### config.mk
export PLATFORM = sky130hd
export DESIGN_NAME = bbc_hist
export DESIGN_NICKNAME = d
export VERILOG_FILES = /design/src/bbc_pkg.sv /design/src/bbc_hist.sv
export SDC_FILE = /design/constraint.sdc
export NUM_CORES = 2
export LEC_CHECK = 0
export BUFFER_PORTS_ARGS = -buffer_cell sky130_fd_sc_hd__buf_2
export CAP_MARGIN = 20
export CORE_ASPECT_RATIO = 0.9
export CORE_MARGIN = 3
export CORE_UTILIZATION = 31
export DETAILED_ROUTE_END_ITERATION = 10
export GPL_TIMING_DRIVEN = 0
export HOLD_SLACK_MARGIN = 0.03
export REMOVE_ABC_BUFFERS = 1
export SETUP_SLACK_MARGIN = 0.2
export SLEW_MARGIN = 5
export SYNTH_ARGS = -nofsm -noshare
export SYNTH_HDL_FRONTEND = slang
export SYNTH_SLANG_ARGS = --single-unit
### constraint.sdc
create_clock -name clk_i -period 2.2 [get_ports clk_i]
set_clock_uncertainty 0.05 [all_clocks]
set_input_delay 0.44 -clock clk_i [delete_from_list [all_inputs] [get_ports clk_i]]
set_output_delay 0.44 -clock clk_i [all_outputs]
set_load 0.02 [all_outputs]
### src/bbc_pkg.sv
// ----------------------------------------------------------------------------
// bbc_pkg
// types, constants and the sequencer microcode of the bass enhancer
// ----------------------------------------------------------------------------
package bbc_pkg;

  localparam int unsigned ChannelsDef = 8;
  localparam int unsigned SampleW     = 24;
  localparam int unsigned ChanW       = 3;
  localparam int unsigned CoefW       = 32;
  localparam int unsigned GainW       = 16;
  localparam int unsigned HistW       = 32;
  localparam int unsigned HistWords   = 8;
  localparam int unsigned WordW       = 3;
  localparam int unsigned CfgIdxW     = 3;
  localparam int unsigned AccW        = 38;
  localparam int unsigned StepW       = 5;

  localparam logic [StepW-1:0] LastStep    = 5'd27;
  localparam logic [GainW-1:0] BassGainRst = 16'd8192;
  localparam logic [GainW-1:0] InGainRst   = 16'd2048;

  // history word written last for a sample; a row is filled once it lands
  localparam logic [WordW-1:0] HistLastWord = 3'd6;

  // configuration register indexes
  typedef enum logic [CfgIdxW-1:0] {
    REG_LOWPASS_B0  = 3'd0,
    REG_LOWPASS_A1  = 3'd1,
    REG_LOWPASS_A2  = 3'd2,
    REG_HIGHPASS_B0 = 3'd3,
    REG_HIGHPASS_A1 = 3'd4,
    REG_HIGHPASS_A2 = 3'd5,
    REG_BASS_GAIN   = 3'd6,
    REG_INPUT_GAIN  = 3'd7
  } cfg_reg_e;

  typedef struct packed {
    logic signed [SampleW-1:0] sample_in;
    logic [ChanW-1:0]          channel_index;
  } in_t;

  typedef struct packed {
    logic signed [SampleW-1:0] sample_out;
    logic [ChanW-1:0]          channel_out;
  } out_t;

  typedef struct packed {
    logic signed [CoefW-1:0] lp_b0;
    logic signed [CoefW-1:0] lp_a1;
    logic signed [CoefW-1:0] lp_a2;
    logic signed [CoefW-1:0] hp_b0;
    logic signed [CoefW-1:0] hp_a1;
    logic signed [CoefW-1:0] hp_a2;
    logic [GainW-1:0]        bass_gain;
    logic [GainW-1:0]        input_gain;
  } coef_t;

  // control of one multiply-accumulate operation
  typedef struct packed {
    logic sh12;    // round by 12 bits instead of 30
    logic neg;     // subtract the term
    logic dbl;     // double the term
    logic first;   // restart the accumulator
    logic base_s;  // restart from the scaled sample instead of zero
  } mac_ctl_t;

  // history memory request
  typedef struct packed {
    logic                    rd;
    logic [WordW-1:0]        rword;
    logic                    we;
    logic [WordW-1:0]        wword;
    logic signed [HistW-1:0] wdata;
  } hist_req_t;

  typedef enum logic [2:0] {
    C_LB0, C_LA1, C_LA2, C_HB0, C_HA1, C_HA2, C_BASS, C_INGAIN
  } coef_sel_e;

  typedef enum logic [1:0] {
    V_SAMPLE, V_ACC, V_HIST
  } val_sel_e;

  typedef enum logic [2:0] {
    CAP_NONE, CAP_S, CAP_Y1, CAP_Y2, CAP_Y3
  } cap_e;

  typedef enum logic [2:0] {
    W_NONE, W_HIST, W_S, W_Y1, W_Y2, W_Y3
  } wsrc_e;

  typedef struct packed {
    logic             issue;
    coef_sel_e        coef;
    val_sel_e         val;
    logic [WordW-1:0] hidx;
    mac_ctl_t         mac;
    cap_e             cap;
    logic             rd;
    logic [WordW-1:0] rword;
    wsrc_e            wsrc;
    logic [WordW-1:0] wword;
  } uop_t;

  // microcode: one entry per sequencer step
  // history words: 0,1 input; 2,3 first low-pass; 4,5 second low-pass; 6,7 high-pass
  function automatic uop_t uop_decode(input logic [StepW-1:0] step);
    uop_t u;
    u = '0;
    unique case (step)
      // scaled sample, start fetching history
      5'd0: begin
        u.issue = 1'b1; u.coef = C_INGAIN; u.val = V_SAMPLE;
        u.mac.sh12 = 1'b1; u.mac.first = 1'b1;
        u.rd = 1'b1; u.rword = 3'd0;
      end
      5'd1: begin
        u.rd = 1'b1; u.rword = 3'd1;
      end
      5'd2: begin
        u.rd = 1'b1; u.rword = 3'd2;
      end
      // first low-pass
      5'd3: begin
        u.issue = 1'b1; u.coef = C_LB0; u.val = V_ACC;
        u.mac.first = 1'b1; u.cap = CAP_S;
        u.rd = 1'b1; u.rword = 3'd3;
      end
      5'd4: begin
        u.issue = 1'b1; u.coef = C_LB0; u.val = V_HIST; u.hidx = 3'd0;
        u.mac.dbl = 1'b1;
        u.rd = 1'b1; u.rword = 3'd4;
        u.wsrc = W_HIST; u.wword = 3'd1;
      end
      5'd5: begin
        u.issue = 1'b1; u.coef = C_LB0; u.val = V_HIST; u.hidx = 3'd1;
        u.rd = 1'b1; u.rword = 3'd5;
      end
      5'd6: begin
        u.issue = 1'b1; u.coef = C_LA1; u.val = V_HIST; u.hidx = 3'd2;
        u.mac.neg = 1'b1;
        u.rd = 1'b1; u.rword = 3'd6;
        u.wsrc = W_HIST; u.wword = 3'd3;
      end
      5'd7: begin
        u.issue = 1'b1; u.coef = C_LA2; u.val = V_HIST; u.hidx = 3'd3;
        u.mac.neg = 1'b1;
        u.rd = 1'b1; u.rword = 3'd7;
      end
      5'd9: begin
        u.wsrc = W_S; u.wword = 3'd0;
      end
      // second low-pass
      5'd10: begin
        u.issue = 1'b1; u.coef = C_LB0; u.val = V_ACC;
        u.mac.first = 1'b1; u.cap = CAP_Y1;
      end
      5'd11: begin
        u.issue = 1'b1; u.coef = C_LB0; u.val = V_HIST; u.hidx = 3'd2;
        u.mac.dbl = 1'b1;
        u.wsrc = W_Y1; u.wword = 3'd2;
      end
      5'd12: begin
        u.issue = 1'b1; u.coef = C_LB0; u.val = V_HIST; u.hidx = 3'd3;
      end
      5'd13: begin
        u.issue = 1'b1; u.coef = C_LA1; u.val = V_HIST; u.hidx = 3'd4;
        u.mac.neg = 1'b1;
        u.wsrc = W_HIST; u.wword = 3'd5;
      end
      5'd14: begin
        u.issue = 1'b1; u.coef = C_LA2; u.val = V_HIST; u.hidx = 3'd5;
        u.mac.neg = 1'b1;
      end
      // high-pass
      5'd17: begin
        u.issue = 1'b1; u.coef = C_HB0; u.val = V_ACC;
        u.mac.first = 1'b1; u.cap = CAP_Y2;
      end
      5'd18: begin
        u.issue = 1'b1; u.coef = C_HB0; u.val = V_HIST; u.hidx = 3'd4;
        u.mac.neg = 1'b1; u.mac.dbl = 1'b1;
        u.wsrc = W_Y2; u.wword = 3'd4;
      end
      5'd19: begin
        u.issue = 1'b1; u.coef = C_HB0; u.val = V_HIST; u.hidx = 3'd5;
      end
      5'd20: begin
        u.issue = 1'b1; u.coef = C_HA1; u.val = V_HIST; u.hidx = 3'd6;
        u.mac.neg = 1'b1;
        u.wsrc = W_HIST; u.wword = 3'd7;
      end
      5'd21: begin
        u.issue = 1'b1; u.coef = C_HA2; u.val = V_HIST; u.hidx = 3'd7;
        u.mac.neg = 1'b1;
      end
      // bass band gain added onto the scaled sample
      5'd24: begin
        u.issue = 1'b1; u.coef = C_BASS; u.val = V_ACC;
        u.mac.sh12 = 1'b1; u.mac.first = 1'b1; u.mac.base_s = 1'b1;
        u.cap = CAP_Y3;
      end
      5'd25: begin
        u.wsrc = W_Y3; u.wword = HistLastWord;
      end
      default: begin
      end
    endcase
    return u;
  endfunction

endpackage

### src/bbc_hist.sv
// ----------------------------------------------------------------------------
// bbc_hist
// per-channel filter history memory, eight words a channel, one read and
// one write port, a valid bit per channel so unwritten rows read as zero
// ----------------------------------------------------------------------------
module bbc_hist
  import bbc_pkg::*;
#(
  parameter int unsigned CHANNELS = ChannelsDef,
  localparam int unsigned RowW = (CHANNELS > 1) ? $clog2(CHANNELS) : 1
) (
  input  logic                    clk_i,
  input  logic                    rst_ni,
  input  logic [RowW-1:0]         row_i,
  input  hist_req_t               req_i,
  output logic signed [HistW-1:0] rdata_o
);

  localparam int unsigned Depth = CHANNELS * HistWords;
  localparam int unsigned AddrW = RowW + WordW;

  logic [HistW-1:0]    mem_q [Depth];
  logic [HistW-1:0]    rdata_q;
  logic                rvalid_q;
  logic [CHANNELS-1:0] valid_q;
  logic [AddrW-1:0]    raddr;
  logic [AddrW-1:0]    waddr;

  assign raddr = {row_i, req_i.rword};
  assign waddr = {row_i, req_i.wword};

  // storage with registered read
  always_ff @(posedge clk_i) begin
    if (req_i.we) begin
      mem_q[waddr] <= req_i.wdata;
    end
    if (req_i.rd) begin
      rdata_q  <= mem_q[raddr];
      rvalid_q <= valid_q[row_i];
    end
  end

  // row valid bits, cleared by reset, set when word HistLastWord of the row is written
  always_ff @(posedge clk_i or negedge rst_ni) begin
    if (!rst_ni) begin
      valid_q <= '0;
    end else if (req_i.we && (req_i.wword == HistLastWord)) begin
      valid_q[row_i] <= 1'b1;
    end
  end

  assign rdata_o = rvalid_q ? rdata_q : '0;

endmodule

; ---- After elaboration in Yosys (flattened, before gate mapping)
; Memory sizes are Yosys's and may differ from the RTL's. A register that Yosys moved wholly into a read port is not among the register bits.
; Index checks and enable logic that the tools add are counted.
[classes]
magnitude_cmp = 2
eq_ne = 1
n_mux = 7
bitwise_logic = 1
n_reduce_logical = 2
[op_table]
columns = op, count
row1 = 32-bit two-way mux, 1
row2 = 8-bit OR, 1
row3 = "3-bit by 4-bit less-than comparator with 1-bit output, second input constant", 1
row4 = 1-bit two-way mux, 4
row5 = 1-bit binary-select mux with 3-bit select, 1
row6 = 1-bit demux with 3-bit select, 1
row7 = "3-bit == test, second input constant", 1
row8 = "3-bit by 1-bit >= comparator with 1-bit output, second input constant", 1
row9 = 1-bit logical AND, 2
[word_totals]
regBits = 9
mem_bits_rw = 2048
inputBits = 45
out_inout_bits = 32
wordCells = 16
memories = 1
[mem_list]
columns = name, words, width, rd, rd_ports_with_merged_regs, wr, line_no
row1 = mem_q, 64, 32, 1, 1, 1, bbc_hist.sv:22  ; logic [HistW-1:0] mem_q [Depth];

; ---- Depth between registers and ports, before layout
[depth]
depth_word = 5
mapped_depth = 9
mapped_depth_nobuf = 5

; ---- Worst setup path after synthesis
; No wires, ideal clock.
[synth_timing]
path_type = in2reg
from = input row_i[2]
to = memory mem_q[30][0], enable pin
setup_time_ns = 0.422
arrival_time_ns = 2.914
required_ns = 1.728
setup_slack_ns = -1.186
path_stages = 7
n_path_buf = 4
cell_sequence = buf_2 > nor2b_1 > clkbuf_1 > nand2_1 > buf_2 > buf_1 > nor2_1
[synth_rtl]
columns = item, line_no
row1 = from (decl), bbc_hist.sv:14  ; input logic [RowW-1:0] row_i,
row2 = to (decl), bbc_hist.sv:22
; No word-level cell before the write port.

; ---- Final worst setup path
[layout_timing]
from = register rvalid_q
to = output rdata_o[16]
[layout_via]
elab_chain_cells = 1
[layout_rtl]
columns = item, line_no
row1 = from (decl), bbc_hist.sv:24  ; logic rvalid_q;
row2 = from (signal assigned), bbc_hist.sv:39  ; rvalid_q <= valid_q[row_i];
row3 = 32-bit two-way mux, bbc_hist.sv:52  ; assign rdata_o = rvalid_q ? rdata_q : '0;
row4 = to (decl), bbc_hist.sv:16  ; output logic signed [HistW-1:0] rdata_o
; No other way between the ends.

==> flow_summary.json <==
{
  "die_w_microns": 541,
  "drive_above_1_share": 0.374,
  "hp-class": "input port to register",
  "ff2ff_path_depth": 4,
  "post_synth_num_cell_types": 46,
  "leakage_nw": 31.7,
  "via_per_inst": 5.46,
  "fin_crit_ps": 2480,
  "final_cell_mix": "edfxtp_1, mux4_2, clkbuf_16, mux2i_1, buf_12",
  "setup_slack_ps": -283,
  "end_kind": "primary output",
  "power.density_nw_per_um2": 811,
  "grt_max_degree": 65,
  "clkTransAtPathRegs_ps": 60,
  "worst_pin_slew_ps": 1130,
  "finalWeightedCongestion": 0.717,
  "hold_ws_ps": 55.0,
  "dp_hpwl_mm": 133,
  "regArea_sq_um": 62700,
  "grt_pass1_vias": 39400,
  "critPathRequiredTime_ps": 1710,
  "cts-root-buf": "clkbuf_16",
  "tritoncts": "yes",
  "stdcell_count": 7489,
  "antenna_found_initial": 22,
  "worstSkewPairLatency_ps": 830,
  "grtUsageTotal": 0.175,
  "slew_headroom": 0.249,
  "async_reset_ff_frac": 0.00383,
  "setup_viol": 49,
  "clockBufferDepth": 3,
  "max_freq_mhz": 403,
  "finalHoldViolCount": 0,
  "worstSetupStartpointType": "register",
  "die_area_sq_um": 264000,
  "syn_inst": 3377,
  "synth-seq-cells": 2089,
  "maxCapViolCount": 0,
  "drc": 0,
  "reg2reg_slack_ps": -110,
  "ys_seq_area_frac": 0.786,
  "multi_input_area_sq_um": 17500,
  "violations": "setup timing",
  "core_area_sq_um": 256000,
  "placed_cells": 6810,
  "io_buffers": 76,
  "r2r_end": "rdata_q[10]",
  "synth_ff_type": "edfxtp_1",
  "die_h_microns": 487,
  "grt_pass1_wl_mm": 323,
  "vdd_drop_max_uv": 874,
  "core.rowCount": 176,
  "hold_start": "req_i[17]",
  "fillers": 22300,
  "crit_fanout": 13,
  "drt_iter0_markers": 6105,
  "ant_nets": 0,
  "vias": 40900,
  "yosys_warnings": 0,
  "start_util": 0.312,
  "final_nets": 3992,
  "wirelength_mm": 242,
  "synth_area_leaders": "edfxtp_1, mux4_2, mux2i_1",
  "wl_per_cell_microns": 32.3,
  "avgSynthCellArea_sq_um": 23.6,
  "finalCritPeriodShare": 1.13,
  "dr.pass1.iters": 5,
  "synth_top_cell_by_area": "edfxtp_1",
  "final_common_cell": "edfxtp_1",
  "numCtsBuffers": 187,
  "clock-sinks": 2089,
  "drv_slew": 0,
  "hold_depth": 1,
  "synth_edf_count": 2081,
  "r2r-start": "mem_q[59][10]",
  "path_class": "register to primary output",
  "synth_top_area_frac": 0.783,
  "cp.arrival_ps": 1990,
  "syn_to_final_growth_pct": 24.8,
  "hold_path_end": "mem_q[22][17]",
  "synth_area_sq_um": 79800,
  "status": "finished with violations",
  "cts_max_level": 4,
  "rsz0062_at_grt": "yes",
  "io_pins": 77,
  "grt.overflow.total": 0
}
[area by class of cell]
cell class / instances / area share
clock inverter: 98 / 0.00614
multi-input combinational: 1107 / 0.176
timing repair buffer: 561 / 0.0954
clock buffer: 241 / 0.0501
sequential: 2089 / 0.630
antenna: 10 / 0.000251
inverter: 1 / 0.0000880
tap: 3382 / 0.0425
[worst max path at each step]
stage / startpoint / endpoint
3_5_place_dp: req_i[36] / rdata_q[6]
4_1_cts: rvalid_q / rdata_o[27]
6_report: rvalid_q / rdata_o[16]
2_1_floorplan: row_i[0] / mem_q[54][0]
5_1_grt: rvalid_q / rdata_o[16]
3_3_place_gp: req_i[36] / rdata_q[26]
[power by group]
group          leakage [nW]  switching (mW)  total (mW)  internal [mW]
clock                  2.75            14.4        31.0           16.5
sequential             18.9           0.107        44.3           44.1
combinational          10.1            3.01        5.50           2.49
total                  31.7            17.6        80.7           63.2
[kinds of logic (layout without fill, tap and decap cells)]
logic type / after synthesis / count (layout) / share of synthesized area
other: 0 / 10 / 0
multiplexers: 759 / 759 / 0.175
AO/OA/AOI/OAI: 161 / 161 / 0.0137
flip-flops: 2089 / 2089 / 0.786
AND/OR/NAND/NOR: 187 / 187 / 0.0120
buffers and inverters: 181 / 901 / 0.0133
[what timing repair did]
action | in CTS | in global routing
endpoints found under the setup margin | 2120 | 834
cloned | 56 | 9
setup buffers | 140 | 95
pin swaps | 81 | 62
gates resized for setup | 263 | 135
hold buffers | 4 | 12
hold endpoints to repair | 22 | 112
[registers in the layout (all words and copies together) (netlist names)]
register / cells
mem_q: 2048
rdata_q: 32
rvalid_q: 1
valid_q: 8
[metal layers]
metal | track usage | vias to the layer above | wire length [microns]
li1 | - | 15700 | -
met1 | 0.253 | 22100 | 96900
met2 | 0.259 | 2594 | 108000
met3 | 0.0425 | 452 | 28700
met4 | 0.0611 | 12 | 8350
met5 | 0 | - | 89
[metrics by stage]
step | setup WS, ps | TNS (ps) | utilization | total power, mW | cell area, sq um
after floorplan | -1260 | -2055490 | - | 46.8 | 78700
after global placement | -17070 | - | 0.326 | 50.2 | 83300
after detailed placement | -3320 | -2833330 | 0.342 | 49.1 | 87600
after CTS | -377 | -9090 | 0.380 | 80.6 | 97300
after global routing | -331 | -9780 | 0.389 | 82.9 | 99600
final | -283 | -7990 | 0.389 | 80.7 | 99600
[cell usage after synthesis, types with 2 or more instances]
| library cell | number |
|---|---|
| mux4_2 | 471 |
| o22ai_1 | 107 |
| or2_2 | 10 |
| mux4_1 | 30 |
| mux2i_1 | 257 |
| nor2b_1 | 6 |
| o221ai_1 | 3 |
| o211ai_1 | 4 |
| a22o_1 | 3 |
| buf_12 | 2 |
| clkbuf_1 | 43 |
| a221o_1 | 2 |
| nand2_1 | 13 |
| edfxtp_1 | 2081 |
| a32oi_1 | 2 |
| and2_1 | 32 |
| o21ai_0 | 5 |
| o22a_1 | 2 |
| buf_1 | 38 |
| a221oi_1 | 11 |
| a21oi_1 | 3 |
| buf_6 | 30 |
| or4_1 | 24 |
| dfrtp_1 | 8 |
| a22oi_1 | 9 |
| buf_4 | 17 |
| buf_2 | 50 |
| a211oi_1 | 3 |
| o211a_1 | 2 |
| nand2b_1 | 4 |
| nand3_1 | 10 |
| nor2_1 | 81 |
[critical path: stages, from the launching register on]
cell	delay, ps
edfxtp_1	440
clkbuf_16	210
buf_16	170
and2_4	180
buf_6	130
Note: power is estimated with default switching activity, not from simulation.
