<file path="src/bbc_pkg.sv">
// ----------------------------------------------------------------------------
// bbc_pkg
// types, constants and the sequencer microcode of the bass enhancer
// ----------------------------------------------------------------------------
package bbc_pkg;

  localparam int unsigned ChannelsDef = 8;
  localparam int unsigned SampleW     = 24;
  localparam int unsigned ChanW       = 3;
  localparam int unsigned CoefW       = 32;
  localparam int unsigned GainW       = 16;
  localparam int unsigned HistW       = 32;
  localparam int unsigned HistWords   = 8;
  localparam int unsigned WordW       = 3;
  localparam int unsigned CfgIdxW     = 3;
  localparam int unsigned AccW        = 38;
  localparam int unsigned StepW       = 5;

  localparam logic [StepW-1:0] LastStep    = 5'd27;
  localparam logic [GainW-1:0] BassGainRst = 16'd8192;
  localparam logic [GainW-1:0] InGainRst   = 16'd2048;

  // history word written last for a sample; a row is filled once it lands
  localparam logic [WordW-1:0] HistLastWord = 3'd6;

  // configuration register indexes
  typedef enum logic [CfgIdxW-1:0] {
    REG_LOWPASS_B0  = 3'd0,
    REG_LOWPASS_A1  = 3'd1,
    REG_LOWPASS_A2  = 3'd2,
    REG_HIGHPASS_B0 = 3'd3,
    REG_HIGHPASS_A1 = 3'd4,
    REG_HIGHPASS_A2 = 3'd5,
    REG_BASS_GAIN   = 3'd6,
    REG_INPUT_GAIN  = 3'd7
  } cfg_reg_e;

  typedef struct packed {
    logic signed [SampleW-1:0] sample_in;
    logic [ChanW-1:0]          channel_index;
  } in_t;

  typedef struct packed {
    logic signed [SampleW-1:0] sample_out;
    logic [ChanW-1:0]          channel_out;
  } out_t;

  typedef struct packed {
    logic signed [CoefW-1:0] lp_b0;
    logic signed [CoefW-1:0] lp_a1;
    logic signed [CoefW-1:0] lp_a2;
    logic signed [CoefW-1:0] hp_b0;
    logic signed [CoefW-1:0] hp_a1;
    logic signed [CoefW-1:0] hp_a2;
    logic [GainW-1:0]        bass_gain;
    logic [GainW-1:0]        input_gain;
  } coef_t;

  // control of one multiply-accumulate operation
  typedef struct packed {
    logic sh12;    // round by 12 bits instead of 30
    logic neg;     // subtract the term
    logic dbl;     // double the term
    logic first;   // restart the accumulator
    logic base_s;  // restart from the scaled sample instead of zero
  } mac_ctl_t;

  // history memory request
  typedef struct packed {
    logic                    rd;
    logic [WordW-1:0]        rword;
    logic                    we;
    logic [WordW-1:0]        wword;
    logic signed [HistW-1:0] wdata;
  } hist_req_t;

  typedef enum logic [2:0] {
    C_LB0, C_LA1, C_LA2, C_HB0, C_HA1, C_HA2, C_BASS, C_INGAIN
  } coef_sel_e;

  typedef enum logic [1:0] {
    V_SAMPLE, V_ACC, V_HIST
  } val_sel_e;

  typedef enum logic [2:0] {
    CAP_NONE, CAP_S, CAP_Y1, CAP_Y2, CAP_Y3
  } cap_e;

  typedef enum logic [2:0] {
    W_NONE, W_HIST, W_S, W_Y1, W_Y2, W_Y3
  } wsrc_e;

  typedef struct packed {
    logic             issue;
    coef_sel_e        coef;
    val_sel_e         val;
    logic [WordW-1:0] hidx;
    mac_ctl_t         mac;
    cap_e             cap;
    logic             rd;
    logic [WordW-1:0] rword;
    wsrc_e            wsrc;
    logic [WordW-1:0] wword;
  } uop_t;

  // microcode: one entry per sequencer step
  // history words: 0,1 input; 2,3 first low-pass; 4,5 second low-pass; 6,7 high-pass
  function automatic uop_t uop_decode(input logic [StepW-1:0] step);
    uop_t u;
    u = '0;
    unique case (step)
      // scaled sample, start fetching history
      5'd0: begin
        u.issue = 1'b1; u.coef = C_INGAIN; u.val = V_SAMPLE;
        u.mac.sh12 = 1'b1; u.mac.first = 1'b1;
        u.rd = 1'b1; u.rword = 3'd0;
      end
      5'd1: begin
        u.rd = 1'b1; u.rword = 3'd1;
      end
      5'd2: begin
        u.rd = 1'b1; u.rword = 3'd2;
      end
      // first low-pass
      5'd3: begin
        u.issue = 1'b1; u.coef = C_LB0; u.val = V_ACC;
        u.mac.first = 1'b1; u.cap = CAP_S;
        u.rd = 1'b1; u.rword = 3'd3;
      end
      5'd4: begin
        u.issue = 1'b1; u.coef = C_LB0; u.val = V_HIST; u.hidx = 3'd0;
        u.mac.dbl = 1'b1;
        u.rd = 1'b1; u.rword = 3'd4;
        u.wsrc = W_HIST; u.wword = 3'd1;
      end
      5'd5: begin
        u.issue = 1'b1; u.coef = C_LB0; u.val = V_HIST; u.hidx = 3'd1;
        u.rd = 1'b1; u.rword = 3'd5;
      end
      5'd6: begin
        u.issue = 1'b1; u.coef = C_LA1; u.val = V_HIST; u.hidx = 3'd2;
        u.mac.neg = 1'b1;
        u.rd = 1'b1; u.rword = 3'd6;
        u.wsrc = W_HIST; u.wword = 3'd3;
      end
      5'd7: begin
        u.issue = 1'b1; u.coef = C_LA2; u.val = V_HIST; u.hidx = 3'd3;
        u.mac.neg = 1'b1;
        u.rd = 1'b1; u.rword = 3'd7;
      end
      5'd9: begin
        u.wsrc = W_S; u.wword = 3'd0;
      end
      // second low-pass
      5'd10: begin
        u.issue = 1'b1; u.coef = C_LB0; u.val = V_ACC;
        u.mac.first = 1'b1; u.cap = CAP_Y1;
      end
      5'd11: begin
        u.issue = 1'b1; u.coef = C_LB0; u.val = V_HIST; u.hidx = 3'd2;
        u.mac.dbl = 1'b1;
        u.wsrc = W_Y1; u.wword = 3'd2;
      end
      5'd12: begin
        u.issue = 1'b1; u.coef = C_LB0; u.val = V_HIST; u.hidx = 3'd3;
      end
      5'd13: begin
        u.issue = 1'b1; u.coef = C_LA1; u.val = V_HIST; u.hidx = 3'd4;
        u.mac.neg = 1'b1;
        u.wsrc = W_HIST; u.wword = 3'd5;
      end
      5'd14: begin
        u.issue = 1'b1; u.coef = C_LA2; u.val = V_HIST; u.hidx = 3'd5;
        u.mac.neg = 1'b1;
      end
      // high-pass
      5'd17: begin
        u.issue = 1'b1; u.coef = C_HB0; u.val = V_ACC;
        u.mac.first = 1'b1; u.cap = CAP_Y2;
      end
      5'd18: begin
        u.issue = 1'b1; u.coef = C_HB0; u.val = V_HIST; u.hidx = 3'd4;
        u.mac.neg = 1'b1; u.mac.dbl = 1'b1;
        u.wsrc = W_Y2; u.wword = 3'd4;
      end
      5'd19: begin
        u.issue = 1'b1; u.coef = C_HB0; u.val = V_HIST; u.hidx = 3'd5;
      end
      5'd20: begin
        u.issue = 1'b1; u.coef = C_HA1; u.val = V_HIST; u.hidx = 3'd6;
        u.mac.neg = 1'b1;
        u.wsrc = W_HIST; u.wword = 3'd7;
      end
      5'd21: begin
        u.issue = 1'b1; u.coef = C_HA2; u.val = V_HIST; u.hidx = 3'd7;
        u.mac.neg = 1'b1;
      end
      // bass band gain added onto the scaled sample
      5'd24: begin
        u.issue = 1'b1; u.coef = C_BASS; u.val = V_ACC;
        u.mac.sh12 = 1'b1; u.mac.first = 1'b1; u.mac.base_s = 1'b1;
        u.cap = CAP_Y3;
      end
      5'd25: begin
        u.wsrc = W_Y3; u.wword = HistLastWord;
      end
      default: begin
      end
    endcase
    return u;
  endfunction

endpackage

</file>
<file path="src/bbc_mac.sv">
// ----------------------------------------------------------------------------
// bbc_mac
// shared multiply-accumulate unit: operand register, 32x32 product
// register, then round, scale and accumulate
// ----------------------------------------------------------------------------
module bbc_mac
  import bbc_pkg::*;
(
  input  logic                    clk_i,
  input  logic                    rst_ni,
  input  logic                    issue_i,
  input  mac_ctl_t                ctl_i,
  input  logic signed [CoefW-1:0] coef_i,
  input  logic signed [HistW-1:0] val_i,
  input  logic signed [HistW-1:0] base_i,
  output logic signed [AccW-1:0]  acc_o
);

  logic                    v1_q;
  logic                    v2_q;
  logic signed [CoefW-1:0] a_q;
  logic signed [HistW-1:0] b_q;
  mac_ctl_t                ctl1_q;
  mac_ctl_t                ctl2_q;
  logic signed [63:0]      prod_q;
  logic signed [63:0]      rnd;
  logic signed [AccW-1:0]  term;
  logic signed [AccW-1:0]  dterm;
  logic signed [AccW-1:0]  start;
  logic signed [AccW-1:0]  acc_d;
  logic signed [AccW-1:0]  acc_q;

  // pipeline valids
  always_ff @(posedge clk_i or negedge rst_ni) begin
    if (!rst_ni) begin
      v1_q <= 1'b0;
      v2_q <= 1'b0;
    end else begin
      v1_q <= issue_i;
      v2_q <= v1_q;
    end
  end

  // operand and product stages
  always_ff @(posedge clk_i) begin
    if (issue_i) begin
      a_q    <= coef_i;
      b_q    <= val_i;
      ctl1_q <= ctl_i;
    end
    if (v1_q) begin
      prod_q <= 64'(a_q) * 64'(b_q);
      ctl2_q <= ctl1_q;
    end
  end

  // round half up, then add or subtract into the accumulator
  always_comb begin
    rnd   = prod_q + (ctl2_q.sh12 ? 64'sd2048 : 64'sd536870912);
    term  = ctl2_q.sh12 ? AccW'(rnd >>> 12) : AccW'(rnd >>> 30);
    dterm = ctl2_q.dbl ? (term <<< 1) : term;
    if (ctl2_q.first) begin
      start = ctl2_q.base_s ? AccW'(base_i) : '0;
    end else begin
      start = acc_q;
    end
    acc_d = ctl2_q.neg ? (start - dterm) : (start + dterm);
  end

  always_ff @(posedge clk_i) begin
    if (v2_q) begin
      acc_q <= acc_d;
    end
  end

  assign acc_o = acc_q;

endmodule

</file>
<file path="config.mk">
export PLATFORM = sky130hd
export DESIGN_NAME = bbc_mac
export DESIGN_NICKNAME = d
export VERILOG_FILES = /design/src/bbc_pkg.sv /design/src/bbc_mac.sv
export SDC_FILE = /design/constraint.sdc
export NUM_CORES = 2
export LEC_CHECK = 0
export ABC_CLOCK_PERIOD_IN_PS = 11400
export BUFFER_PORTS_ARGS = -buffer_cell sky130_fd_sc_hd__buf_2
export CAP_MARGIN = 20
export CORE_MARGIN = 4
export CORE_UTILIZATION = 48
export CTS_BUF_LIST = sky130_fd_sc_hd__clkbuf_8
export CTS_CLUSTER_DIAMETER = 200
export DETAILED_ROUTE_END_ITERATION = 10
export GPL_TIMING_DRIVEN = 0
export PLACE_DENSITY = 0.7
export SETUP_SLACK_MARGIN = 0.05
export SLEW_MARGIN = 15
export SYNTH_ARGS = -nofsm -noshare
export SYNTH_HDL_FRONTEND = slang
export SYNTH_SLANG_ARGS = --single-unit
export TNS_END_PERCENT = 30
</file>
<file path="constraint.sdc">
create_clock -name clk_i -period 11.4 [get_ports clk_i]
set_clock_uncertainty 0.2 [all_clocks]
set_input_delay 1.71 -clock clk_i [delete_from_list [all_inputs] [get_ports clk_i]]
set_output_delay 1.71 -clock clk_i [all_outputs]
set_load 0.02 [all_outputs]
</file>
# Yosys cells after proc, flatten, opt, wreduce, memory -nomap -nowiden
# Index checks and enable logic that the tools add are counted.
# Widths: inputs -> output; s select.
# op_classes
addsub	3
mul	1
div	0
n_lt_le_gt_ge	0
eq_ne	0
shifts	0
mux	6
bitwise	0
n_reduce_logical	0
# op_table
op	n
$mux 38	5
$add 64x31->64	1
$mul 32x32->64	1
$add 38x38->38	1
$sub 38x38->38	1
$mux 30	1
# totals
ff_bits	178
latch_bits	0
ram_bits	0
romBits	0
input_bits	104
out_inout_bits	38
elab_cells	26
mem_count	0

# Logic depth before layout (Yosys ltp)
# logic_depth
depth_word	6
mapped_depth	37
ltp_nobuf	29

# Least setup slack after synthesis
# Ideal clock, no wire load.
# synth_timing
path_type	register -> register
startpoint	register b_q[3]
endpoint	register prod_q[60], data pin
setup_time_ns	0.262
arrival_time_ns	7.800
required_ns	10.938
slack_ns	3.139
path_stages_with_launch	28
path_buffers	1
period_less_slack_ns	8.261
cell_sequence	edfxtp_1 -> clkbuf_1 -> nand2_1 -> fa_1 -> fa_1 -> inv_1 -> fa_1 -> inv_1 -> fa_1 -> inv_1 -> fa_1 -> inv_1 -> fa_1 -> fa_1 -> fa_1 -> inv_1 -> ha_1 -> and3_1 -> and2_1 -> a221oi_1 -> o2bb2ai_1 -> a31oi_1 -> o221ai_1 -> o21ai_0 -> a21boi_0 -> or2_2 -> a211oi_1 -> xnor2_1
# synth_via
elab_chain_cells	1
# synth_lines
item	line	source
start, declared	bbc_mac.sv:22	logic signed [HistW-1:0] b_q;
start signal, assigned	bbc_mac.sv:48	b_q <= val_i;
$mul 32x32->64	bbc_mac.sv:52	prod_q <= 64'(a_q) * 64'(b_q);
end signal, assigned	bbc_mac.sv:52	
end, declared	bbc_mac.sv:25	logic signed [63:0] prod_q;
# No other way between the ends.
# A chain may end at the register's enable or synchronous reset.

# Worst setup path in the final report
# layout_timing
startpoint	register b_q[2]
endpoint	register prod_q[60], data pin
# Same word-level chain as after synthesis.

==> key figures <==
Run
  • MaxCap Viol Count: 0

Critical path
  • Worst Path Max Fanout: 11
  • Most frequent CP cell: fa_1
  • WS Path Type: flip-flop to flip-flop
  • RR Startpoint: b_q[2]$_DFFE_PP_
  • Slowest Stage Delay on Critical Path: around 1200 ps
  • Crit path cell chain: clkbuf_1 -> nand2_1 -> fa_1 -> fa_1 -> inv_1 -> fa_1 -> fa_1 -> inv_1 -> fa_1 -> inv_1 -> fa_1 -> fa_1 -> fa_1 -> ha_1 -> and3_1 -> nand3_1 -> nor2_1 -> a31oi_1 -> o221ai_1 -> o21ai_0 -> a21boi_0 -> or2_2 -> a211oi_1 -> xnor2_1
  • CP required: 11570 ps
  • Crit-path slowest cell: fa_1
  • CP startpoint: b_q[2]$_DFFE_PP_
  • Data arrival, critical path: 10520 ps
  • Worst Reg2Reg Path Length in Cells: 24
  • Startpoint types: flip-flop
  • FF-to-FF setup slack: 1050 ps
  • Critical Path Sink Type: flip-flop

Yosys
  • Post-synth net total: about 6400
  • Cell variety after synth: a little over 80
  • Sequential fraction of the synthesis area: 10.7%
  • Primary FF master, synth: edfxtp_1
  • Post-synth top cells: inv_1 (1094), fa_1 (1082), nand2_1 (669)
  • Synth Area per Inst: about 9.4 um^2
  • Asr flop ratio synth: 1.20%
  • Mapped cell area: 46700 um^2
  • Flops & latches, synth: approximately 170
  • Yosys warnings: 0
  • Top cell type's share of synthesized area: between 40% and 50%
  • Post-synth EDFFs: between 150 and 200
  • Largest cells by area after synthesis: fa_1 (46%), edfxtp_1 (11%), inv_1 (8.8%)
  • Synth area leader: fa_1
  • Synth Instances: about 5000
  • Most common cell in the synthesized netlist: inv_1

Die
  • Die area: ~100000 um^2
  • Chip width: about 320 um
  • Io pins: 142
  • FP Rows: roughly 110
  • Core area: between 90000 and 100000 um^2
  • Die height: between 300 and 400 um
  • Initial Util: 48.4%

Place
  • Port Buffers: 141
  • Placer's final routability congestion estimate: roughly 1.1
  • Placed wire-length estimate: around 130 mm
  • DP Area: between 40000 and 50000 um^2
  • Pre-CTS setup slack: -30.2 ps

Worst hold path
  • Worst Hold Class: flip-flop to flip-flop
  • WHS Path Cells: 0
  • Hold path start: ctl1_q[1]$_DFFE_PP_

CTS
  • Postcts setup bufs: 0
  • CTS sink count: 167
  • Longest Clk Path Bufs: 2
  • Reg clk slew, reported paths: 100 ps
  • H-Tree Depth: 4
  • Root Driver: clkbuf_8
  • Num CTS Buffers: 17
  • CTS tree: yes
  • Worst skew pair latency: approximately 670 ps
  • Hold_buf cts: 0

Final layout
  • Final instance area: roughly 50000 um^2
  • Layout Nets: 6570
  • Util after Layout: between 50% and 60%
  • Share of cells above drive strength 1: approximately 4.6%
  • Area grow syn2layout: 6.25%

Global route
  • Remaining Overflow, GRT: 0
  • First-pass GRT wire length: 243 mm
  • Initial antenna violation count: 11
  • Largest net degree at the start of global routing: 54
  • Vias in the first global route: roughly 38000
  • GRT Total Usage: approximately a third

STA
  • Fin crit share: roughly nine tenths
  • Final min period: around 10000 ps
  • Final WS setup: between 1000 and 1500 ps
  • Setup-failing EPs final: 0
  • Tightest Pin Transition: ~1300 ps
  • Hold Vio Cnt, Final: 0
  • Relative slew margins: between 10% and 20%
  • Hold Slack: around 230 ps
  • Pins Over Slew Limit: 0
  • FMAX: about 97 MHz
  • Unrepaired setup endpoints after global routing: false

Run status
  • Status: finished, final reports clean

Detailed routing
  • First DRT Iteration DRCs: 3556
  • Final ANT Viol Nets: 0
  • DR WL/cell: roughly 25 um
  • TritonRoute pass-1 iters: 8
  • DR vias/cell: approximately 5.7
  • Post-Route WL: between 150 and 200 mm
  • DR vias: 36600
  • Post-route DRC: 0
## per-stage QoR
stage                     setup TNS [ps]  cells
after floorplan                        0   4995
after global placement              -211   6412
after detailed placement           -30.2   6419
after CTS                              0   6449
after global routing                   0   6452
final                                  0   6467
## area by class of cell
class / instances / area, um^2
Antenna cell: 16 / 40.0
Buffer: 247 / 970
Clock buffer: 17 / 234
Clock inverter: 13 / 171
Fill cell: 8916 / 46900
Inverter: 1094 / 4110
Multi-Input combinational cell: 3486 / 36700
Sequential cell: 167 / 5010
Tap cell: 1276 / 1600
Timing Repair Buffer: 151 / 856
## registers in the layout (all words and copies together), names as in the netlist
register,flops
prod_q,53
acc_o,38
a_q,32
b_q,32
ctl1_q,5
ctl2_q,5
v1_q,1
v2_q,1
## final timing paths
path | end
min in group asynchronous | v2_q$_DFF_PN0_
worst max register to register | prod_q[60]$_DFFE_PP_
max in group asynchronous | v1_q$_DFF_PN0_
worst min register to register | ctl2_q[1]$_DFFE_PP_
worst min-delay path | ctl2_q[1]$_DFFE_PP_
worst max-delay path | prod_q[60]$_DFFE_PP_
## worst max-delay path, delay by kind of cell (launching register included)
family | cells | cell delay [ps]
flops | 1 | 640
xor+xnor | 1 | 100
simple gates | 5 | 950
buf+inv | 4 | 1330
compound gates | 5 | 1260
fa+ha+maj | 9 | 5560
## timing repair
item,CTS,global route
pin swaps,0,0
gates resized for setup,1,5
setup endpoints to repair,1,11
gates cloned,0,0
## metal layers
metal	global-route usage [%]	up-vias	share of wire, %
met5	0	-	0.053
met4	17.6	8	6.5
met3	12.6	608	13
met2	49.3	2363	44
met1	40.2	18200	36
li1	-	15500	-
## cell usage in the layout (no fill, tap or decap), drive strengths merged, types with 16 or more instances in the layout
cell,Yosys,final
inv,1094,1101
fa,1082,1082
nand2,669,669
and2,497,497
clkbuf,230,246
ha,220,220
buf,18,168
edfxtp,165,165
nor2,133,133
o21ai,121,121
a21oi,111,111
xnor2,100,100
nand3,58,58
nor3,49,49
xor2,40,40
a21o,37,37
nand4,32,32
nand2b,27,27
nor2b,24,24
nor4,20,20
a31oi,19,19
and3,17,17
a211oi,17,17
diode,0,16
o21a,16,16
o31ai,16,16
## logic make-up (layout without fill, tap and decap cells)
| kind of cell | after synthesis | after routing | synth area share (%) |
|---|---|---|---|
| xor gates and xnor gates | 140 | 140 | 2.62 |
| adders and majority gates | 1302 | 1302 | 52.3 |
| muxes | 18 | 18 | 0.394 |
| buffers and inverters | 1342 | 1522 | 10.9 |
| DFF | 167 | 167 | 10.7 |
| other | 0 | 16 | 0 |
| and+or+nand+nor | 1579 | 1579 | 16.9 |
| AOI/OAI and AO/OA | 447 | 447 | 6.26 |
Power is left out: the tool's default activity adds up to more than one toggle a clock period on the data nets, which glitch-free logic cannot reach.
