[src/bbc_pkg.sv]
// ----------------------------------------------------------------------------
// bbc_pkg
// types, constants and the sequencer microcode of the bass enhancer
// ----------------------------------------------------------------------------
package bbc_pkg;

  localparam int unsigned ChannelsDef = 8;
  localparam int unsigned SampleW     = 24;
  localparam int unsigned ChanW       = 3;
  localparam int unsigned CoefW       = 32;
  localparam int unsigned GainW       = 16;
  localparam int unsigned HistW       = 32;
  localparam int unsigned HistWords   = 8;
  localparam int unsigned WordW       = 3;
  localparam int unsigned CfgIdxW     = 3;
  localparam int unsigned AccW        = 38;
  localparam int unsigned StepW       = 5;

  localparam logic [StepW-1:0] LastStep    = 5'd27;
  localparam logic [GainW-1:0] BassGainRst = 16'd8192;
  localparam logic [GainW-1:0] InGainRst   = 16'd2048;

  // history word written last for a sample; a row is filled once it lands
  localparam logic [WordW-1:0] HistLastWord = 3'd6;

  // configuration register indexes
  typedef enum logic [CfgIdxW-1:0] {
    REG_LOWPASS_B0  = 3'd0,
    REG_LOWPASS_A1  = 3'd1,
    REG_LOWPASS_A2  = 3'd2,
    REG_HIGHPASS_B0 = 3'd3,
    REG_HIGHPASS_A1 = 3'd4,
    REG_HIGHPASS_A2 = 3'd5,
    REG_BASS_GAIN   = 3'd6,
    REG_INPUT_GAIN  = 3'd7
  } cfg_reg_e;

  typedef struct packed {
    logic signed [SampleW-1:0] sample_in;
    logic [ChanW-1:0]          channel_index;
  } in_t;

  typedef struct packed {
    logic signed [SampleW-1:0] sample_out;
    logic [ChanW-1:0]          channel_out;
  } out_t;

  typedef struct packed {
    logic signed [CoefW-1:0] lp_b0;
    logic signed [CoefW-1:0] lp_a1;
    logic signed [CoefW-1:0] lp_a2;
    logic signed [CoefW-1:0] hp_b0;
    logic signed [CoefW-1:0] hp_a1;
    logic signed [CoefW-1:0] hp_a2;
    logic [GainW-1:0]        bass_gain;
    logic [GainW-1:0]        input_gain;
  } coef_t;

  // control of one multiply-accumulate operation
  typedef struct packed {
    logic sh12;    // round by 12 bits instead of 30
    logic neg;     // subtract the term
    logic dbl;     // double the term
    logic first;   // restart the accumulator
    logic base_s;  // restart from the scaled sample instead of zero
  } mac_ctl_t;

  // history memory request
  typedef struct packed {
    logic                    rd;
    logic [WordW-1:0]        rword;
    logic                    we;
    logic [WordW-1:0]        wword;
    logic signed [HistW-1:0] wdata;
  } hist_req_t;

  typedef enum logic [2:0] {
    C_LB0, C_LA1, C_LA2, C_HB0, C_HA1, C_HA2, C_BASS, C_INGAIN
  } coef_sel_e;

  typedef enum logic [1:0] {
    V_SAMPLE, V_ACC, V_HIST
  } val_sel_e;

  typedef enum logic [2:0] {
    CAP_NONE, CAP_S, CAP_Y1, CAP_Y2, CAP_Y3
  } cap_e;

  typedef enum logic [2:0] {
    W_NONE, W_HIST, W_S, W_Y1, W_Y2, W_Y3
  } wsrc_e;

  typedef struct packed {
    logic             issue;
    coef_sel_e        coef;
    val_sel_e         val;
    logic [WordW-1:0] hidx;
    mac_ctl_t         mac;
    cap_e             cap;
    logic             rd;
    logic [WordW-1:0] rword;
    wsrc_e            wsrc;
    logic [WordW-1:0] wword;
  } uop_t;

  // microcode: one entry per sequencer step
  // history words: 0,1 input; 2,3 first low-pass; 4,5 second low-pass; 6,7 high-pass
  function automatic uop_t uop_decode(input logic [StepW-1:0] step);
    uop_t u;
    u = '0;
    unique case (step)
      // scaled sample, start fetching history
      5'd0: begin
        u.issue = 1'b1; u.coef = C_INGAIN; u.val = V_SAMPLE;
        u.mac.sh12 = 1'b1; u.mac.first = 1'b1;
        u.rd = 1'b1; u.rword = 3'd0;
      end
      5'd1: begin
        u.rd = 1'b1; u.rword = 3'd1;
      end
      5'd2: begin
        u.rd = 1'b1; u.rword = 3'd2;
      end
      // first low-pass
      5'd3: begin
        u.issue = 1'b1; u.coef = C_LB0; u.val = V_ACC;
        u.mac.first = 1'b1; u.cap = CAP_S;
        u.rd = 1'b1; u.rword = 3'd3;
      end
      5'd4: begin
        u.issue = 1'b1; u.coef = C_LB0; u.val = V_HIST; u.hidx = 3'd0;
        u.mac.dbl = 1'b1;
        u.rd = 1'b1; u.rword = 3'd4;
        u.wsrc = W_HIST; u.wword = 3'd1;
      end
      5'd5: begin
        u.issue = 1'b1; u.coef = C_LB0; u.val = V_HIST; u.hidx = 3'd1;
        u.rd = 1'b1; u.rword = 3'd5;
      end
      5'd6: begin
        u.issue = 1'b1; u.coef = C_LA1; u.val = V_HIST; u.hidx = 3'd2;
        u.mac.neg = 1'b1;
        u.rd = 1'b1; u.rword = 3'd6;
        u.wsrc = W_HIST; u.wword = 3'd3;
      end
      5'd7: begin
        u.issue = 1'b1; u.coef = C_LA2; u.val = V_HIST; u.hidx = 3'd3;
        u.mac.neg = 1'b1;
        u.rd = 1'b1; u.rword = 3'd7;
      end
      5'd9: begin
        u.wsrc = W_S; u.wword = 3'd0;
      end
      // second low-pass
      5'd10: begin
        u.issue = 1'b1; u.coef = C_LB0; u.val = V_ACC;
        u.mac.first = 1'b1; u.cap = CAP_Y1;
      end
      5'd11: begin
        u.issue = 1'b1; u.coef = C_LB0; u.val = V_HIST; u.hidx = 3'd2;
        u.mac.dbl = 1'b1;
        u.wsrc = W_Y1; u.wword = 3'd2;
      end
      5'd12: begin
        u.issue = 1'b1; u.coef = C_LB0; u.val = V_HIST; u.hidx = 3'd3;
      end
      5'd13: begin
        u.issue = 1'b1; u.coef = C_LA1; u.val = V_HIST; u.hidx = 3'd4;
        u.mac.neg = 1'b1;
        u.wsrc = W_HIST; u.wword = 3'd5;
      end
      5'd14: begin
        u.issue = 1'b1; u.coef = C_LA2; u.val = V_HIST; u.hidx = 3'd5;
        u.mac.neg = 1'b1;
      end
      // high-pass
      5'd17: begin
        u.issue = 1'b1; u.coef = C_HB0; u.val = V_ACC;
        u.mac.first = 1'b1; u.cap = CAP_Y2;
      end
      5'd18: begin
        u.issue = 1'b1; u.coef = C_HB0; u.val = V_HIST; u.hidx = 3'd4;
        u.mac.neg = 1'b1; u.mac.dbl = 1'b1;
        u.wsrc = W_Y2; u.wword = 3'd4;
      end
      5'd19: begin
        u.issue = 1'b1; u.coef = C_HB0; u.val = V_HIST; u.hidx = 3'd5;
      end
      5'd20: begin
        u.issue = 1'b1; u.coef = C_HA1; u.val = V_HIST; u.hidx = 3'd6;
        u.mac.neg = 1'b1;
        u.wsrc = W_HIST; u.wword = 3'd7;
      end
      5'd21: begin
        u.issue = 1'b1; u.coef = C_HA2; u.val = V_HIST; u.hidx = 3'd7;
        u.mac.neg = 1'b1;
      end
      // bass band gain added onto the scaled sample
      5'd24: begin
        u.issue = 1'b1; u.coef = C_BASS; u.val = V_ACC;
        u.mac.sh12 = 1'b1; u.mac.first = 1'b1; u.mac.base_s = 1'b1;
        u.cap = CAP_Y3;
      end
      5'd25: begin
        u.wsrc = W_Y3; u.wword = HistLastWord;
      end
      default: begin
      end
    endcase
    return u;
  endfunction

endpackage

[src/bbc_seq.sv]
// ----------------------------------------------------------------------------
// bbc_seq
// microcoded sequencer: steps one sample through the shared multiply-
// accumulate unit, moves history words and holds the result register
// ----------------------------------------------------------------------------
module bbc_seq
  import bbc_pkg::*;
#(
  parameter int unsigned CHANNELS = ChannelsDef,
  localparam int unsigned RowW = (CHANNELS > 1) ? $clog2(CHANNELS) : 1
) (
  input  logic                    clk_i,
  input  logic                    rst_ni,
  input  logic                    in_valid_i,
  output logic                    in_stall_o,
  input  in_t                     in_data_i,
  output logic                    out_valid_o,
  input  logic                    out_stall_i,
  output out_t                    out_data_o,
  input  coef_t                   coef_i,
  output logic [RowW-1:0]         hist_row_o,
  output hist_req_t               hist_req_o,
  input  logic signed [HistW-1:0] hist_rdata_i,
  output logic                    mac_issue_o,
  output mac_ctl_t                mac_ctl_o,
  output logic signed [CoefW-1:0] mac_coef_o,
  output logic signed [HistW-1:0] mac_val_o,
  output logic signed [HistW-1:0] mac_base_o,
  input  logic signed [AccW-1:0]  mac_acc_i
);

  typedef enum logic {ST_IDLE, ST_RUN} state_e;

  localparam logic [5:0] ChanLim = 6'(CHANNELS);
  localparam logic signed [AccW-1:0] Max32 = AccW'(2147483647);
  localparam logic signed [AccW-1:0] Min32 = -Max32 - 1;
  localparam logic signed [AccW-1:0] Max24 = AccW'(8388607);
  localparam logic signed [AccW-1:0] Min24 = -Max24 - 1;

  state_e                    state_q;
  logic [StepW-1:0]          step_q;
  logic                      out_valid_q;
  out_t                      out_q;
  logic signed [SampleW-1:0] sample_q;
  logic [ChanW-1:0]          chan_q;
  logic                      filt_en_q;
  logic signed [HistW-1:0]   s_q;
  logic signed [HistW-1:0]   y1_q;
  logic signed [HistW-1:0]   y2_q;
  logic signed [HistW-1:0]   y3_q;
  logic signed [HistW-1:0]   hreg_q [HistWords];
  logic                      rd_v_q;
  logic [WordW-1:0]          rd_word_q;
  uop_t                      u;
  logic                      run;
  logic                      out_free;
  logic                      finish;
  logic signed [HistW-1:0]   acc_sat;
  logic signed [HistW-1:0]   hist_val;
  logic signed [HistW-1:0]   wdata;

  function automatic logic signed [HistW-1:0] sat32(input logic signed [AccW-1:0] v);
    logic signed [AccW-1:0] r;
    priority if (v > Max32) r = Max32;
    else if (v < Min32)     r = Min32;
    else                    r = v;
    return HistW'(r);
  endfunction

  function automatic logic signed [SampleW-1:0] sat24(input logic signed [AccW-1:0] v);
    logic signed [AccW-1:0] r;
    priority if (v > Max24) r = Max24;
    else if (v < Min24)     r = Min24;
    else                    r = v;
    return SampleW'(r);
  endfunction

  assign u        = uop_decode(step_q);
  assign run      = (state_q == ST_RUN);
  assign out_free = !out_valid_q || !out_stall_i;
  assign finish   = run && (step_q == LastStep) && out_free;
  assign acc_sat  = sat32(mac_acc_i);
  assign hist_val = hreg_q[u.hidx];

  // sequencer state and result register
  always_ff @(posedge clk_i or negedge rst_ni) begin
    if (!rst_ni) begin
      state_q     <= ST_IDLE;
      step_q      <= '0;
      out_valid_q <= 1'b0;
      out_q       <= '0;
    end else begin
      // load a finished sample, else release a taken result
      if (finish) begin
        out_valid_q       <= 1'b1;
        out_q.sample_out  <= sat24(mac_acc_i);
        out_q.channel_out <= chan_q;
      end else if (out_valid_q && !out_stall_i) begin
        out_valid_q <= 1'b0;
      end
      unique case (state_q)
        ST_IDLE: begin
          if (in_valid_i) begin
            state_q <= ST_RUN;
            step_q  <= '0;
          end
        end
        ST_RUN: begin
          if (finish) begin
            state_q <= ST_IDLE;
          end else if (step_q != LastStep) begin
            step_q <= step_q + StepW'(1);
          end
        end
        default: begin
          state_q <= ST_IDLE;
        end
      endcase
    end
  end

  // take the request
  always_ff @(posedge clk_i) begin
    if (!run && in_valid_i) begin
      sample_q  <= in_data_i.sample_in;
      chan_q    <= in_data_i.channel_index;
      filt_en_q <= ({3'b000, in_data_i.channel_index} < ChanLim);
    end
  end

  // capture stage results off the accumulator
  always_ff @(posedge clk_i) begin
    if (run) begin
      unique case (u.cap)
        CAP_NONE: begin
        end
        CAP_S:  s_q  <= acc_sat;
        CAP_Y1: y1_q <= acc_sat;
        CAP_Y2: y2_q <= acc_sat;
        CAP_Y3: y3_q <= acc_sat;
        default: begin
        end
      endcase
    end
  end

  // history read return
  always_ff @(posedge clk_i or negedge rst_ni) begin
    if (!rst_ni) begin
      rd_v_q <= 1'b0;
    end else begin
      rd_v_q <= hist_req_o.rd;
    end
  end

  always_ff @(posedge clk_i) begin
    rd_word_q <= u.rword;
    if (rd_v_q) begin
      hreg_q[rd_word_q] <= hist_rdata_i;
    end
  end

  // coefficient operand; bass term is dropped for unfiltered channels
  always_comb begin
    unique case (u.coef)
      C_LB0:    mac_coef_o = coef_i.lp_b0;
      C_LA1:    mac_coef_o = coef_i.lp_a1;
      C_LA2:    mac_coef_o = coef_i.lp_a2;
      C_HB0:    mac_coef_o = coef_i.hp_b0;
      C_HA1:    mac_coef_o = coef_i.hp_a1;
      C_HA2:    mac_coef_o = coef_i.hp_a2;
      C_BASS:   mac_coef_o = filt_en_q ? {16'h0000, coef_i.bass_gain} : '0;
      C_INGAIN: mac_coef_o = {16'h0000, coef_i.input_gain};
      default:  mac_coef_o = '0;
    endcase
  end

  // value operand
  always_comb begin
    unique case (u.val)
      V_SAMPLE: mac_val_o = HistW'(sample_q);
      V_ACC:    mac_val_o = acc_sat;
      V_HIST:   mac_val_o = hist_val;
      default:  mac_val_o = '0;
    endcase
  end

  // history write data
  always_comb begin
    unique case (u.wsrc)
      W_HIST:  wdata = hist_val;
      W_S:     wdata = s_q;
      W_Y1:    wdata = y1_q;
      W_Y2:    wdata = y2_q;
      W_Y3:    wdata = y3_q;
      default: wdata = '0;
    endcase
  end

  assign mac_issue_o = run && u.issue;
  assign mac_ctl_o   = u.mac;
  assign mac_base_o  = s_q;

  assign hist_row_o       = RowW'(chan_q);
  assign hist_req_o.rd    = run && u.rd && filt_en_q;
  assign hist_req_o.rword = u.rword;
  assign hist_req_o.we    = run && (u.wsrc != W_NONE) && filt_en_q;
  assign hist_req_o.wword = u.wword;
  assign hist_req_o.wdata = wdata;

  assign in_stall_o  = run;
  assign out_valid_o = out_valid_q;
  assign out_data_o  = out_q;

endmodule

[config.mk]
export PLATFORM = sky130hd
export DESIGN_NAME = bbc_seq
export DESIGN_NICKNAME = d
export VERILOG_FILES = /design/src/bbc_pkg.sv /design/src/bbc_seq.sv
export SDC_FILE = /design/constraint.sdc
export NUM_CORES = 1
export LEC_CHECK = 0
export ABC_AREA = 1
export BUFFER_PORTS_ARGS = -buffer_cell sky130_fd_sc_hd__buf_4
export CAP_MARGIN = 20
export CORE_MARGIN = 1
export CORE_UTILIZATION = 40
export DETAILED_ROUTE_END_ITERATION = 8
export PLACE_DENSITY_LB_ADDON = 0.1
export SLEW_MARGIN = 20
export SYNTH_ARGS = -nofsm -noshare
export SYNTH_HDL_FRONTEND = slang
export SYNTH_SLANG_ARGS = --single-unit
export TNS_END_PERCENT = 1
[constraint.sdc]
create_clock -name clk_i -period 4.55 [get_ports clk_i]
set_input_delay 0.455 -clock clk_i [delete_from_list [all_inputs] [get_ports clk_i]]
set_output_delay 0.455 -clock clk_i [all_outputs]
set_load 0.1 [all_outputs]
[After elaboration in Yosys (flattened, before gate mapping)]
Memory sizes are Yosys's and may differ from the RTL's.
Cells that the tools add are included.
Widths: inputs -> output; s select.
Operators by class
  equality and inequality tests: 43
  mux-type cells: 28
  bitwise operators: 1
  reductions and logical operators: 34
  add/subtract/negate cells: 1
  $lt $le $gt $ge: 4
Operators with widths (number)
  $pmux 32 s8: 1
  $pmux 32 s5: 1
  $pmux 32 s3: 1
  $mux 32: 2
  $pmux 6 s10: 1
  $mux 24: 2
  $pmux 6 s8: 1
  $eq 5x5->1 const B: 8
  $gt 38x24->1 const B: 1
  $gt 38x32->1 const B: 1
  $lt 38x24->1 const B: 1
  $lt 38x32->1 const B: 1
  $pmux 4 s8: 1
  $eq 5x4->1 const B: 6
  $eq 3x3->1 const B: 7
  $pmux 3 s7: 1
  $eq 5x3->1 const B: 4
  $eq 3x2->1 const B: 6
  $reduce_or 2->1: 9
  $mux 5: 3
  $pmux 3 s4: 1
  $mux 1: 11
  $eq 5x2->1 const B: 2
  $pmux 5 s2: 1
  other kinds (24): 38
Word-level totals
  output and inout port bits: 174
  bits in registers: 193
  memories kept: 1
  word-level logic and storage cells: 125
  memory bits (writable): 256
  input bits: 325
Memory list
  hreg_q: words 8, width 32, rd ports 1, clocked after Yosys merged registers in 0, wr ports 1, line bbc_seq.sv:51  | logic signed [HistW-1:0] hreg_q [HistWords];

[Depth between registers and ports, before layout]
  word-level depth: 5
  mapped depth: 15
  mapped depth without buffers: 14

[Worst setup path before layout]
No wires, ideal clock.
  kind: register -> output
  from: reg step_q[0]
  to: out mac_issue_o
  path buffers: 0
  data arrival time: 3.237 ns
  path slack: 0.858 ns
  cell stages (with the launch flop): 11
  required time: 4.095 ns
  cells stage by stage: dfrtp_1 > inv_1 > ha_1 > inv_1 > nor2_1 > nand2_1 > inv_2 > nor2_4 > nand2_1 > nor2_1 > nor2_1
Between the ends
  cells in the longest elaborated chain, start to end: 4
  elaborated cells on any way between the ends: 24
  classes of those cells: eq/ne (16); mux (1); reduce/logical (7)
Ends and longest elaborated chain
  from (decl): line bbc_seq.sv:41  | logic [StepW-1:0] step_q;
  from (signal assigned): line bbc_seq.sv:112  | step_q <= step_q + StepW'(1);
  $eq 5x4->1 (tied with other cells): line bbc_pkg.sv:111  | unique case (step)
  $reduce_or 4->1 (no line) or $reduce_or 2->1 (tied branches)
  $pmux 6 s10 *: line bbc_pkg.sv:111
  $logic_and 1x1->1 *: line bbc_seq.sv:200  | assign mac_issue_o = run && u.issue;
  to (decl): line bbc_seq.sv:24  | output logic mac_issue_o,
Every way passes the cells marked *; elsewhere a longest branch is shown, timed or not.

[Worst setup path in the final report]
  from: reg step_q[0]
  to: out mac_coef_o[21]
Between the ends
  cells in the longest elaborated chain, start to end: 5
  elaborated cells on any way between the ends: 32
  classes of those cells: eq/ne (23); mux (2); reduce/logical (7)
Ends and longest elaborated chain
  $eq 5x4->1 (tied with other cells): line bbc_pkg.sv:111
  $reduce_or 4->1 (no line) or $reduce_or 2->1 (tied branches)
  $pmux 6 s10 *: line bbc_pkg.sv:111
  $eq 3x3->1 (tied with other cells): line bbc_seq.sv:165  | unique case (u.coef)
  $pmux 32 s8 *: line bbc_seq.sv:165
  to (decl): line bbc_seq.sv:26  | output logic signed [CoefW-1:0] mac_coef_o,
Marks and branches as above.

==> results.sh <==
export IMPL_syn_area_sq_um=21300
export IMPL_clkSinkCount=449
export IMPL_numCtsBuffers=47
export IMPL_std_cell_rows=84
export IMPL_ys_seq_area_share_pct=62.4
export IMPL_drt_pass1_iterations=6
export IMPL_drt_iter0_markers=1355
export IMPL_reg2reg_setup_slack_ns=1.94
export IMPL_fin_skew_ns=0.0187
export IMPL_dp_hpwl_um=55300
export IMPL_root_buffer="clkbuf_16"
export IMPL_rsz0062_at_grt="yes"
export IMPL_wire_per_inst_um=24.1
export IMPL_portBuffers=498
export IMPL_synthFlopType="edfxtp_1"
export IMPL_ys_seq_elements=449
export IMPL_min_path_type="in -> reg"
export IMPL_pre_cts_ws_ns=0.673
export IMPL_grt_first_pass_wirelength_um=114000
export IMPL_fin_ws_ns=0.181
export IMPL_worstSetupPathType="reg -> out"
export IMPL_fin_crit_sh_pct=96.0
export IMPL_clkTransAtPathRegs_ns=0.06
export IMPL_synth_cells=2174
export IMPL_cp_start_kind="register"
export IMPL_syn2layout_area_growth_pct=27.7
export IMPL_nNetsFinal=2964
export IMPL_grt_usage_pct=28.9
export IMPL_end_kind="output port"
export IMPL_r2r_start="step_q[0]$_DFFE_PN0P_"
export IMPL_instances_no_fill=3353
export IMPL_place_area_sq_um=25700
export IMPL_regToRegEndpoint="y3_q[18]$_DFFE_PP_"
export IMPL_outcome="finished clean"
export IMPL_cts_max_level=2
export IMPL_fp_dieArea_sq_um=54100
export IMPL_start_util_pct=40.5
export IMPL_maxCapViolCount=0
export IMPL_postLayoutCellArea_sq_um=27200
export IMPL_cp_required_ns=4.09
export IMPL_timing_fmax_ghz=0.229
export IMPL_reg2reg_depth=7
export IMPL_via_per_inst=5.42
export IMPL_routabilityCongestion=0.903
export IMPL_whs_ns=0.0454
export IMPL_synthArstFlopShare_pct=7.80
export IMPL_slew_viol_final=0
export IMPL_vias=18200
export IMPL_worst_slew_pin_slew_ns=1.10
export IMPL_cp_max_fo=32
export IMPL_clock_path_buffers=3
export IMPL_insertion_delay_ns=0.58
export IMPL_avgSynthCellArea_sq_um=9.79
export IMPL_drive_above_1_share_pct=25.9
export IMPL_syn_num_nets=2503
export IMPL_synthDistinctLibCells=40
export IMPL_crit_start="step_q[0]$_DFFE_PN0P_"
export IMPL_finalHoldViolations=0
export IMPL_grt_pass1_vias=17400
export IMPL_synth_edff_count=411
export IMPL_worst_ep_arrival_time_ns=3.91
export IMPL_drcViolationCount=0
export IMPL_num_io_pins=499
export IMPL_n_antenna_cell=0
export IMPL_cts_tree="yes"
export IMPL_die_y_um=233
export IMPL_core_area_sq_um=52600
export IMPL_crit_path_end="mac_coef_o[21]"
export IMPL_setup_viol=0
export IMPL_yosysWarningCount=0
export IMPL_dp_cells=3269
export IMPL_grt_max_degree=89
export IMPL_overflow=0
export IMPL_slew_headroom_pct=26.4
export IMPL_routed_wirelength_um=80800
export IMPL_period_needed_ns=4.37
export IMPL_die_width_um=233
export IMPL_antenna_found_initial=3
export IMPL_route_antenna_remaining_nets=0
## state kept, by name, indices dropped and copies added (netlist names)
register     cells
hreg_q         256
hist_row_o       3
mac_base_o      32
step_q           5
rd_v_q           1
out_data_o      27
rd_word_q        3
y2_q            32
y3_q            32
y1_q            32
out_valid_o      1
sample_q        24
in_stall_o       1
## cells in the final DEF, fill, tap and decap left out, drive strengths merged, types with 24 or more instances in the layout
cell type | netlist | routed
nor2 | 78 | 78
nand2 | 714 | 715
dfrtp | 35 | 35
clkinv | 17 | 31
inv | 121 | 121
nand4 | 102 | 102
nand3 | 407 | 407
a21oi | 30 | 30
buf | 84 | 546
clkbuf | 52 | 60
or2 | 24 | 24
edfxtp | 411 | 411
## cell type report
class | instances | area, sq um
Fill cell | 4868 | 25400
Sequential cell | 449 | 13300
Multi-Input combinational cell | 1452 | 6920
Timing Repair Buffer | 547 | 4220
Clock buffer | 60 | 1220
Tap cell | 688 | 861
Inverter | 138 | 518
Clock inverter | 19 | 169
## cells in the mapped netlist, types with 3 or more instances
library cell	instances	area share, %
buf_2	66	1.6
dfxtp_1	3	0.28
nor2_4	10	0.53
a22o_1	21	0.86
clkinv_1	17	0.30
nand2_2	4	0.12
a21boi_0	17	0.60
buf_4	9	0.32
o21ai_0	10	0.24
nand3_1	404	9.5
nor3_1	3	0.071
a21oi_1	30	0.71
ha_1	4	0.24
a22oi_1	16	0.56
a21boi_1	6	0.21
nor2_1	62	1.1
clkbuf_1	52	0.92
nor2_2	6	0.18
nand2_4	5	0.26
buf_1	7	0.12
nand2_1	705	12
or2_2	24	0.71
nand3_2	3	0.14
inv_2	16	0.28
edfxtp_1	411	58
inv_1	105	1.9
nand3b_1	8	0.28
nand4_1	101	3.0
dfrtp_1	35	4.1
## worst min path at each step
stage	slack, ns	start	cells after the start	end
finish	0.05	in_data_i[11]	1	sample_q[8]$_DFFE_PP_
global route	0.03	in_data_i[10]	1	sample_q[7]$_DFFE_PP_
CTS	0.01	in_data_i[22]	1	sample_q[19]$_DFFE_PP_
detailed placement	0.45	rst_ni	1	out_data_o[9]$_DFFE_PN0P_
global placement	0.45	rst_ni	1	out_data_o[9]$_DFFE_PN0P_
floorplan	0.16	rst_ni	0	in_stall_o$_DFF_PN0_
## layer usage
layer	global-route usage, %	vias to the layer above	part of all wire [%]
li1	-	8432	-
met1	35.5	8894	39
met2	50.5	718	51
met3	5.10	120	6.7
met4	10.7	6	3.5
met5	0	-	0.051
## stage by stage
stage | util [%] | TNS, ns
global placement | 48.9 | 0
finish | 51.7 | 0
global route | 51.7 | -0.121
detailed placement | 48.9 | 0
CTS | 51.6 | 0
floorplan | - | 0
## cell families (layout without fill, tap and decap cells)
group / count (synthesis) / in the layout / synth area share (%)
adder cells (fa/ha/maj): 4 / 4 / 0.235
buffers and inverters: 274 / 764 / 5.45
AO/OA/AOI/OAI: 107 / 107 / 3.43
AND/OR/NAND/NOR: 1337 / 1338 / 28.4
XOR/XNOR: 3 / 3 / 0.123
flip-flops: 449 / 449 / 62.4
## what timing repair did
action,CTS,global route
hold endpoints to repair,35,0
hold buffers,1,0
setup buffers,0,0
resized for setup,0,1
endpoints found under the setup margin,0,18
## critical path: stages, from the launching register on
cell,delay (ns)
dfrtp_1,0.44
inv_1,0.11
ha_1,0.20
inv_1,0.05
nor2_1,0.25
nand2_1,0.11
inv_2,0.35
nor2_1,0.22
nand2_4,0.29
inv_2,0.07
nor2_2,0.10
buf_4,0.36
nand3_1,0.12
nand4_1,0.30
buf_4,0.36
Power is not shown: default switching activity piles up to over one toggle a cycle in this logic, so the estimate is an artifact.
